### src/rtl/gtg_pkg.sv
// ----------------------------------------------------------------------------
// Go-to-goal controller package
// Shared types, register indexes and the CORDIC arctangent table.
// ----------------------------------------------------------------------------
package gtg_pkg;

  localparam int MaxSteps = 20;
  localparam int XyWidth  = 20;
  localparam int ZWidth   = 21;

  localparam logic signed [ZWidth-1:0] PiQ16 = 21'sd205887;
  localparam logic signed [ZWidth-1:0] PiQ12 = 21'sd12868;

  typedef enum logic [3:0] {
    REG_GOAL_X            = 4'd0,
    REG_GOAL_Y            = 4'd1,
    REG_CRUISE_SPEED      = 4'd2,
    REG_TURN_GAIN         = 4'd3,
    REG_HEADING_TOLERANCE = 4'd4,
    REG_ARRIVE_RADIUS     = 4'd5,
    REG_SLOW_RADIUS       = 4'd6,
    REG_SLOW_SPEED        = 4'd7
  } reg_index_t;

  typedef struct packed {
    logic signed [XyWidth-1:0] x;
    logic signed [XyWidth-1:0] y;
    logic signed [ZWidth-1:0]  z;
  } cordic_t;

  typedef struct packed {
    logic               zero;
    logic signed [14:0] hd;
    logic [32:0]        sqx;
    logic [32:0]        sqy;
  } side_t;

  function automatic logic [16:0] atan_q16(input logic [4:0] idx);
    logic [16:0] a;
    case (idx)
      5'd0:    a = 17'd51472;
      5'd1:    a = 17'd30385;
      5'd2:    a = 17'd16055;
      5'd3:    a = 17'd8150;
      5'd4:    a = 17'd4091;
      5'd5:    a = 17'd2047;
      5'd6:    a = 17'd1024;
      5'd7:    a = 17'd512;
      5'd8:    a = 17'd256;
      5'd9:    a = 17'd128;
      5'd10:   a = 17'd64;
      5'd11:   a = 17'd32;
      5'd12:   a = 17'd16;
      5'd13:   a = 17'd8;
      5'd14:   a = 17'd4;
      5'd15:   a = 17'd2;
      5'd16:   a = 17'd1;
      default: a = 17'd0;
    endcase
    return a;
  endfunction

endpackage

### src/rtl/gtg_cordic_stage.sv
// ----------------------------------------------------------------------------
// CORDIC vectoring stage
// One registered micro-rotation of the arctangent pipeline.
// ----------------------------------------------------------------------------
module gtg_cordic_stage
  import gtg_pkg::*;
#(
  parameter int STEP = 0
) (
  input  logic    clk,
  input  logic    rst,
  input  logic    in_valid,
  input  cordic_t in_data,
  output logic    out_valid,
  output cordic_t out_data
);

  localparam logic [4:0] StepIdx = 5'(STEP);

  logic signed [XyWidth-1:0] x_sh;
  logic signed [XyWidth-1:0] y_sh;
  logic signed [ZWidth-1:0]  ang;
  cordic_t                   data_next;

  always_comb begin
    x_sh = in_data.x >>> STEP;
    y_sh = in_data.y >>> STEP;
    ang  = $signed({4'b0000, atan_q16(StepIdx)});
    if (in_data.y > 0) begin
      data_next.x = in_data.x + y_sh;
      data_next.y = in_data.y - x_sh;
      data_next.z = in_data.z + ang;
    end else begin
      data_next.x = in_data.x - y_sh;
      data_next.y = in_data.y + x_sh;
      data_next.z = in_data.z - ang;
    end
  end

  always_ff @(posedge clk) begin
    if (rst) begin
      out_valid <= 1'b0;
    end else begin
      out_valid <= in_valid;
    end
  end

  always_ff @(posedge clk) begin
    out_data <= data_next;
  end

endmodule

### config.mk
export PLATFORM = sky130hd
export DESIGN_NAME = gtg_cordic_stage
export DESIGN_NICKNAME = d
export VERILOG_FILES = /design/src/rtl/gtg_pkg.sv /design/src/rtl/gtg_cordic_stage.sv
export SDC_FILE = /design/constraint.sdc
export NUM_CORES = 1
export LEC_CHECK = 0
export BUFFER_PORTS_ARGS = -buffer_cell sky130_fd_sc_hd__buf_2
export CAP_MARGIN = 20
export CORE_ASPECT_RATIO = 0.75
export CORE_MARGIN = 5
export CORE_UTILIZATION = 30
export DETAILED_ROUTE_END_ITERATION = 8
export HOLD_SLACK_MARGIN = 0.1
export PLACE_DENSITY = 0.51
export REMOVE_ABC_BUFFERS = 1
export SLEW_MARGIN = 20
export SYNTH_ARGS = -nofsm -noshare
export SYNTH_HDL_FRONTEND = slang
export SYNTH_SLANG_ARGS = --single-unit
### constraint.sdc
create_clock -name clk -period 4.3 [get_ports clk]
set_input_delay 0.645 -clock clk [delete_from_list [all_inputs] [get_ports clk]]
set_output_delay 0.645 -clock clk [all_outputs]
set_load 0.05 [all_outputs]
==> flow_summary.toml, run 1 <==
[status]
status = "complete, no violations"

[power]
swShare_pct = 43.8
clockPowerShare_pct = 27.3
p_per_area_mw_per_mm2 = 424
leakage_uw = 0.00301
sequentialPowerShare_pct = 27.1
p_sw_uw = 1160
p_int_uw = 1480
peakVddDrop_uv = 163
power_frac_comb_pct = 45.6
total_power_uw = 2640

[worst_hold_path]
min_path_type = "primary input to flip-flop"

[sta]
tns_ns = 0
rsz0062_at_grt = "no"
period_needed_ns = 3.57
whs_ns = 0.407
worst_pin_slew_ns = 0.783
relSlewSlack_pct = 47.1
finalMaxSlewViolations = 0
fmax_mhz = 280
finalSetupViolCount = 0
finalCritPeriodShare_pct = 83.0
hold_violations = 0

[clock_network]
clkTransAtPathRegs_ns = 0.05
cts_hold_buf = 0
tritoncts = "yes"
cts_resized = 0
cts_buffer_depth = 2
htree_levels = 3
cts-root-buf = "clkbuf_16"
cts_sinks = 61
post_cts_buffers = 0
cts_buffers = 9

[critical_path]
critPathCaptureType = "flip-flop"
worstPathArrival_ns = 3.83
worstPathCellList = "buf_2 > or4_1 > nor2_1 > a31o_2 > inv_2 > ha_1 > nand3_1 > o211ai_1 > o41ai_2 > o21ai_0 > a21o_1 > a311oi_1 > xnor2_1"
worstPathRequired_ns = 4.56
cp_slowest_cell = "or4_1"
path_class = "primary input to flip-flop"
cp-start-kind = "primary input"
crit_fanout = 9
cpPeakStageDelay_ns = 0.54

[synth]
syn_area_per_cell_um2 = 8.13
synth_area_leaders = "dfxtp_1 24%, ha_1 18%, a21oi_1 7.0%, xnor2_1 6.8%, inv_1 4.8%"
synth-async-reset-ratio_pct = 0
synth_edf_count = 0
ys_seq_elements = 61
synth_top_area_share_pct = 23.8
synth_cells = 632
synth_cell_type_count = 63
synth_top_cell_by_area = "dfxtp_1"
ys_seq_area_share_pct = 23.8
syn_area_mm2 = 0.00514
yosysWarnings = 0
synthFlopType = "dfxtp_1"

[global_routing]
grt_pass1_wl_um = 25000
grt_use_met3_pct = 3.77
grt_antenna_before_repair = 0
grt_pass1_vias = 4603
use_met1_pct = 24.5
top_usage_layer = "met1"
grt_max_degree = 41
gr-usage-all-layers_pct = 16.0
grt_use_met2_pct = 22.4
grt_overflow = 0

[route]
drc = 0
wl_per_cell_um = 16.3
vias = 4839
first_pass_iters = 5
routed_wl_um = 15800
drtIter0Drc = 321
viasPerCell = 5.01
drtAntennaViolNets = 0

[floorplan]
boundaryPins = 126
core-area_mm2 = 0.0168
fp.dieH_um = 123
rows = 41
die_area_mm2 = 0.0199
start_util_pct = 30.5
die_x_um = 161

[placement]
dpl-instance-area_mm2 = 0.00593
port_buffers = 125
place_hpwl_um = 12900
place_congestion = 0.861

[cells_and_area]
ff_latch_area_mm2 = 0.00122
area_delta_synth_final_pct = 21.0
fillers = 1804
nets = 888
final_core_util_pct = 37.0
layout-drive-gt1-share_pct = 20.8
multi_input_area_mm2 = 0.00353
n_antenna_cell = 0
final_cell_area_mm2 = 0.00622

[run]
maxCapViolCount = 0
-- cell usage after synthesis (all sizes together), types with 7 or more instances --
cell type and count:
nand2 27, nor2 50, dfxtp 61, nor3 10, nor2b 10, o21bai 10
nand2b 7, inv 67, a21o 21, o211ai 8, a21oi 72, ha 73
a211oi 8, nand3 12, o21ai 38, or4 7, buf 21, xnor2 40
xor2 11, mux2i 8
-- cells in the final DEF (no fill, tap or decap), drive strengths merged, types with 12 or more instances in the layout --
master  Yosys  layout
dfxtp      61      61
a21o       21      21
nand3      12      12
o21ai      38      38
buf        21     129
inv        67      67
a21oi      72      72
nor2       50      50
nand2      27      27
xnor2      40      40
ha         73      73
-- final timing paths --
path        start                    to  cells past startpoint
max   in_data[32]  out_data[19]$_DFF_P_                     13
min    in_data[2]   out_data[2]$_DFF_P_                      1
-- critical path, delay by kind of cell --
family	cells	cell delay, ns
AND/OR/NAND/NOR	3	0.85
buffers and inverters	2	0.25
adder cells (fa/ha/maj)	1	0.36
AO/OA/AOI/OAI	6	1.56
XOR/XNOR	1	0.15
-- per-layer routing --
layer / wire (um) / vias up
met5: 0 / -
met4: 163 / 0
met3: 1180 / 11
met2: 6200 / 170
met1: 8250 / 2223
li1: - / 2435
-- power by group through the flow --
stage | sequential, uW | combinational [uW] | clock (uW)
5_1_grt | 734 | 1280 | 774
4_1_cts | 718 | 1200 | 744
3_5_place_dp | 730 | 1200 | 0
6_report | 716 | 1200 | 719
2_1_floorplan | 1170 | 436 | 0
3_3_place_gp | 727 | 1200 | 0
-- stage by stage --
| step | instances | setup WS, ns |
|---|---|---|
| floorplan | 607 | -0.388 |
| global placement | 951 | 0.429 |
| detailed placement | 951 | 0.375 |
| CTS | 966 | 0.729 |
| global route | 966 | 0.493 |
| finish | 966 | 0.730 |
-- state kept, by name (all words and copies together) (netlist names) --
name       cells
out_data      60
out_valid      1
-- area by class of cell --
| cell class | count | share of cell area [%] |
|---|---|---|
| Clock buffer | 11 | 3.90 |
| Clock inverter | 4 | 0.785 |
| Inverter | 68 | 4.10 |
| Multi-Input combinational cell | 478 | 56.7 |
| Sequential cell | 61 | 19.6 |
| Tap cell | 215 | 4.33 |
| Timing Repair Buffer | 129 | 10.5 |
-- logic make-up (layout without fill, tap and decap cells) --
| family | count (synthesis) | after routing | synth area share [%] |
|---|---|---|---|
| AND/OR/NAND/NOR | 142 | 142 | 13.4 |
| flip-flops | 61 | 61 | 23.8 |
| multiplexers | 8 | 8 | 1.56 |
| buffers and inverters | 93 | 212 | 7.62 |
| XOR/XNOR | 51 | 51 | 8.69 |
| adder cells (fa/ha/maj) | 77 | 77 | 19.3 |
| AO/OA/AOI/OAI | 200 | 200 | 25.6 |
(Power assumes the default switching activity.)
==> run 2, diff against run 1 <==
--- a/config.mk
+++ b/config.mk
@@ -5,6 +5,7 @@
 export SDC_FILE = /design/constraint.sdc
 export NUM_CORES = 1
 export LEC_CHECK = 0
+export ABC_AREA = 1
 export BUFFER_PORTS_ARGS = -buffer_cell sky130_fd_sc_hd__buf_2
 export CAP_MARGIN = 20
 export CORE_ASPECT_RATIO = 0.75
@@ -12,7 +13,7 @@
 export CORE_UTILIZATION = 30
 export DETAILED_ROUTE_END_ITERATION = 8
 export HOLD_SLACK_MARGIN = 0.1
-export PLACE_DENSITY = 0.51
+export PLACE_DENSITY = 0.5
 export REMOVE_ABC_BUFFERS = 1
 export SLEW_MARGIN = 20
 export SYNTH_ARGS = -nofsm -noshare
==> constraint.sdc (replaced) <==
create_clock -name clk -period 3.5 [get_ports clk]
set_input_delay 0.525 -clock clk [delete_from_list [all_inputs] [get_ports clk]]
set_output_delay 0.525 -clock clk [all_outputs]
set_load 0.05 [all_outputs]
==> run 2 against run 1 <==
Effect of this change:
- combinational power grew 22%
- sequential share of layout area is 2.5 points lower
- clock power grew 28%
- via count rose by 28%
- critical path depth up 3
- final area increased by 14%
- final cell count up 38%
- global-route usage increased by 0.62 points
- hold slack got worse by 0.13 ns
- non-clock buffer count did not move
- first-iteration DRC count rose by 26%
- sequential cell count unchanged
- largest power group unchanged
==> flow_summary.toml, run 2 <==
[sta]
worst_pin_slew_ns = 0.604
finalSetupViolCount = 0
hold_violations = 0
finalMaxSlewViolations = 0
period_needed_ns = 2.69
rsz0062_at_grt = "no"
finalWorstSetupSlack_ns = 0.813
relSlewSlack_pct = 59.7
fmax_mhz = 372
finalCritPeriodShare_pct = 76.8
tns_ns = 0

[cells_and_area]
final_cell_mix = "293 x nand2_1, 148 x inv_1, 125 x buf_2"
n_antenna_cell = 0
layout-drive-gt1-share_pct = 16.1
fillers = 2191
ff_latch_area_mm2 = 0.00122
multi_input_area_mm2 = 0.00404
top_register = "out_data"
area_delta_synth_final_pct = 18.6
nets = 1215
largest_reg_flops = 60
layout_commonest_cell = "nand2_1"
reg.largest.list = "out_data x60, out_valid x1"
final_cells = 1332
final_cell_area_mm2 = 0.00712

[route]
first_pass_iters = 5
wl_per_cell_um = 14.4
drc = 0
drtAntennaViolNets = 0
routed_wl_um = 19200
drtIter0Drc = 405
viasPerCell = 4.64
vias = 6179

[synth]
ys_seq_area_share_pct = 20.4
synth_commonest_cells = "294 x nand2_1, 148 x inv_1, 104 x nand3_1"
synth_edf_count = 0
syn_area_per_cell_um2 = 6.26
synth_cells = 958
synth_top_cell_by_area = "dfxtp_1"
yosysWarnings = 0
synth-async-reset-ratio_pct = 0
synth_top_area_share_pct = 20.4
synthFlopType = "dfxtp_1"
syn_area_mm2 = 0.00600
synth_cell_type_count = 34
yosysMostFrequentCell = "nand2_1"
ys_seq_elements = 61
synth_area_leaders = "dfxtp_1 20%, nand2_1 18%, ha_1 15%, inv_1 9.3%, nand3_1 8.7%"

[global_routing]
grt_max_degree = 33
grt_antenna_before_repair = 1
grt_pass1_wl_um = 31000
grt_overflow = 0
gr-usage-all-layers_pct = 16.6
grt_pass1_vias = 5960

[placement]
place_hpwl_um = 16000
port_buffers = 125
dpl-instance-area_mm2 = 0.00682
pre_cts_slack_ns = 0.404
dp.cells = 1316
place_congestion = 0.880

[power]
leakage_uw = 0.00401
peakVddDrop_uv = 203
p_per_area_mw_per_mm2 = 454

[worst_hold_path]
min_path_type = "primary input to flip-flop"

[floorplan]
die_x_um = 173
rows = 44
die_area_mm2 = 0.0230
start_util_pct = 30.8
boundaryPins = 126
core-area_mm2 = 0.0195
fp.dieH_um = 132

[run]
maxCapViolCount = 0

[clock_network]
cts_hold_buf = 0
clkTransAtPathRegs_ns = 0.06
cts-root-buf = "clkbuf_16"
tritoncts = "yes"
cts_sinks = 61
cts_resized = 0
post_cts_buffers = 0
htree_levels = 3
cts_buffer_depth = 2
cts_buffers = 9

[critical_path]
worstPathRequired_ns = 3.74
critPathCaptureType = "flip-flop"
crit_fanout = 15
worstPathArrival_ns = 2.93
cp-start-kind = "primary input"
path_class = "primary input to flip-flop"

[status]
status = "complete, no violations"
[run 2: per-stage QoR]
| step | total power (uW) | util, % | hold WS [ns] |
|---|---|---|---|
| floorplan | 1940 | - | 0.553 |
| global placement | 2320 | 35.0 | 0.627 |
| detailed placement | 2320 | 35.0 | 0.629 |
| CTS | 3270 | 36.5 | 0.267 |
| global route | 3440 | 36.5 | 0.267 |
| finish | 3230 | 36.5 | 0.281 |
[run 2: kinds of logic after synthesis]
| group | after synthesis | share of synthesized area (%) |
|---|---|---|
| adder cells (fa/ha/maj) | 77 | 16.6 |
| flip-flops | 61 | 20.4 |
| XOR/XNOR | 30 | 4.38 |
| AO/OA/AOI/OAI | 110 | 10.3 |
| buffers and inverters | 175 | 12.3 |
| AND/OR/NAND/NOR | 505 | 36.1 |
[run 2: routing by layer]
layer	vias up	share of wire, %	track usage (%)
met4	2	1.2	4.12
met5	-	0.057	0
met2	166	39	24.0
met1	2743	54	24.6
met3	18	5.7	4.14
li1	3250	-	-
[run 2: power by group]
part	switching (uW)	internal (uW)	leakage [uW]
Combinational	1080	385	0.00335
Sequential	30.3	820	0.000514
Clock	364	555	0.000146
Total	1470	1760	0.00401
[run 2: layout make-up]
type                            instances  share of cell area, %
Tap cell                              253                   4.45
Sequential cell                        61                   17.2
Timing Repair Buffer                  129                   9.39
Multi-Input combinational cell        722                   56.8
Clock buffer                            9                   3.17
Clock inverter                          7                   1.04
Inverter                              151                   7.97
[run 2: path summary, 6_finish.rpt]
kind	to	depth (start not counted)	from
hold / removal	out_data[0]$_DFF_P_	1	in_data[0]
setup / recovery	out_data[18]$_DFF_P_	16	in_data[21]
[run 2: critical path, cell delays in order]
cell and delay, ns:
buf_2 0.11, inv_1 0.13, nand4_1 0.12, nor2_1 0.17
nand3_1 0.11, nand2_2 0.12, inv_1 0.28, fa_1 0.51
o21ai_1 0.26, nand2_1 0.09, nand2_1 0.14, nand2_1 0.06
nand2_1 0.09, nand2_1 0.07, nand3_1 0.07, nand2_1 0.05
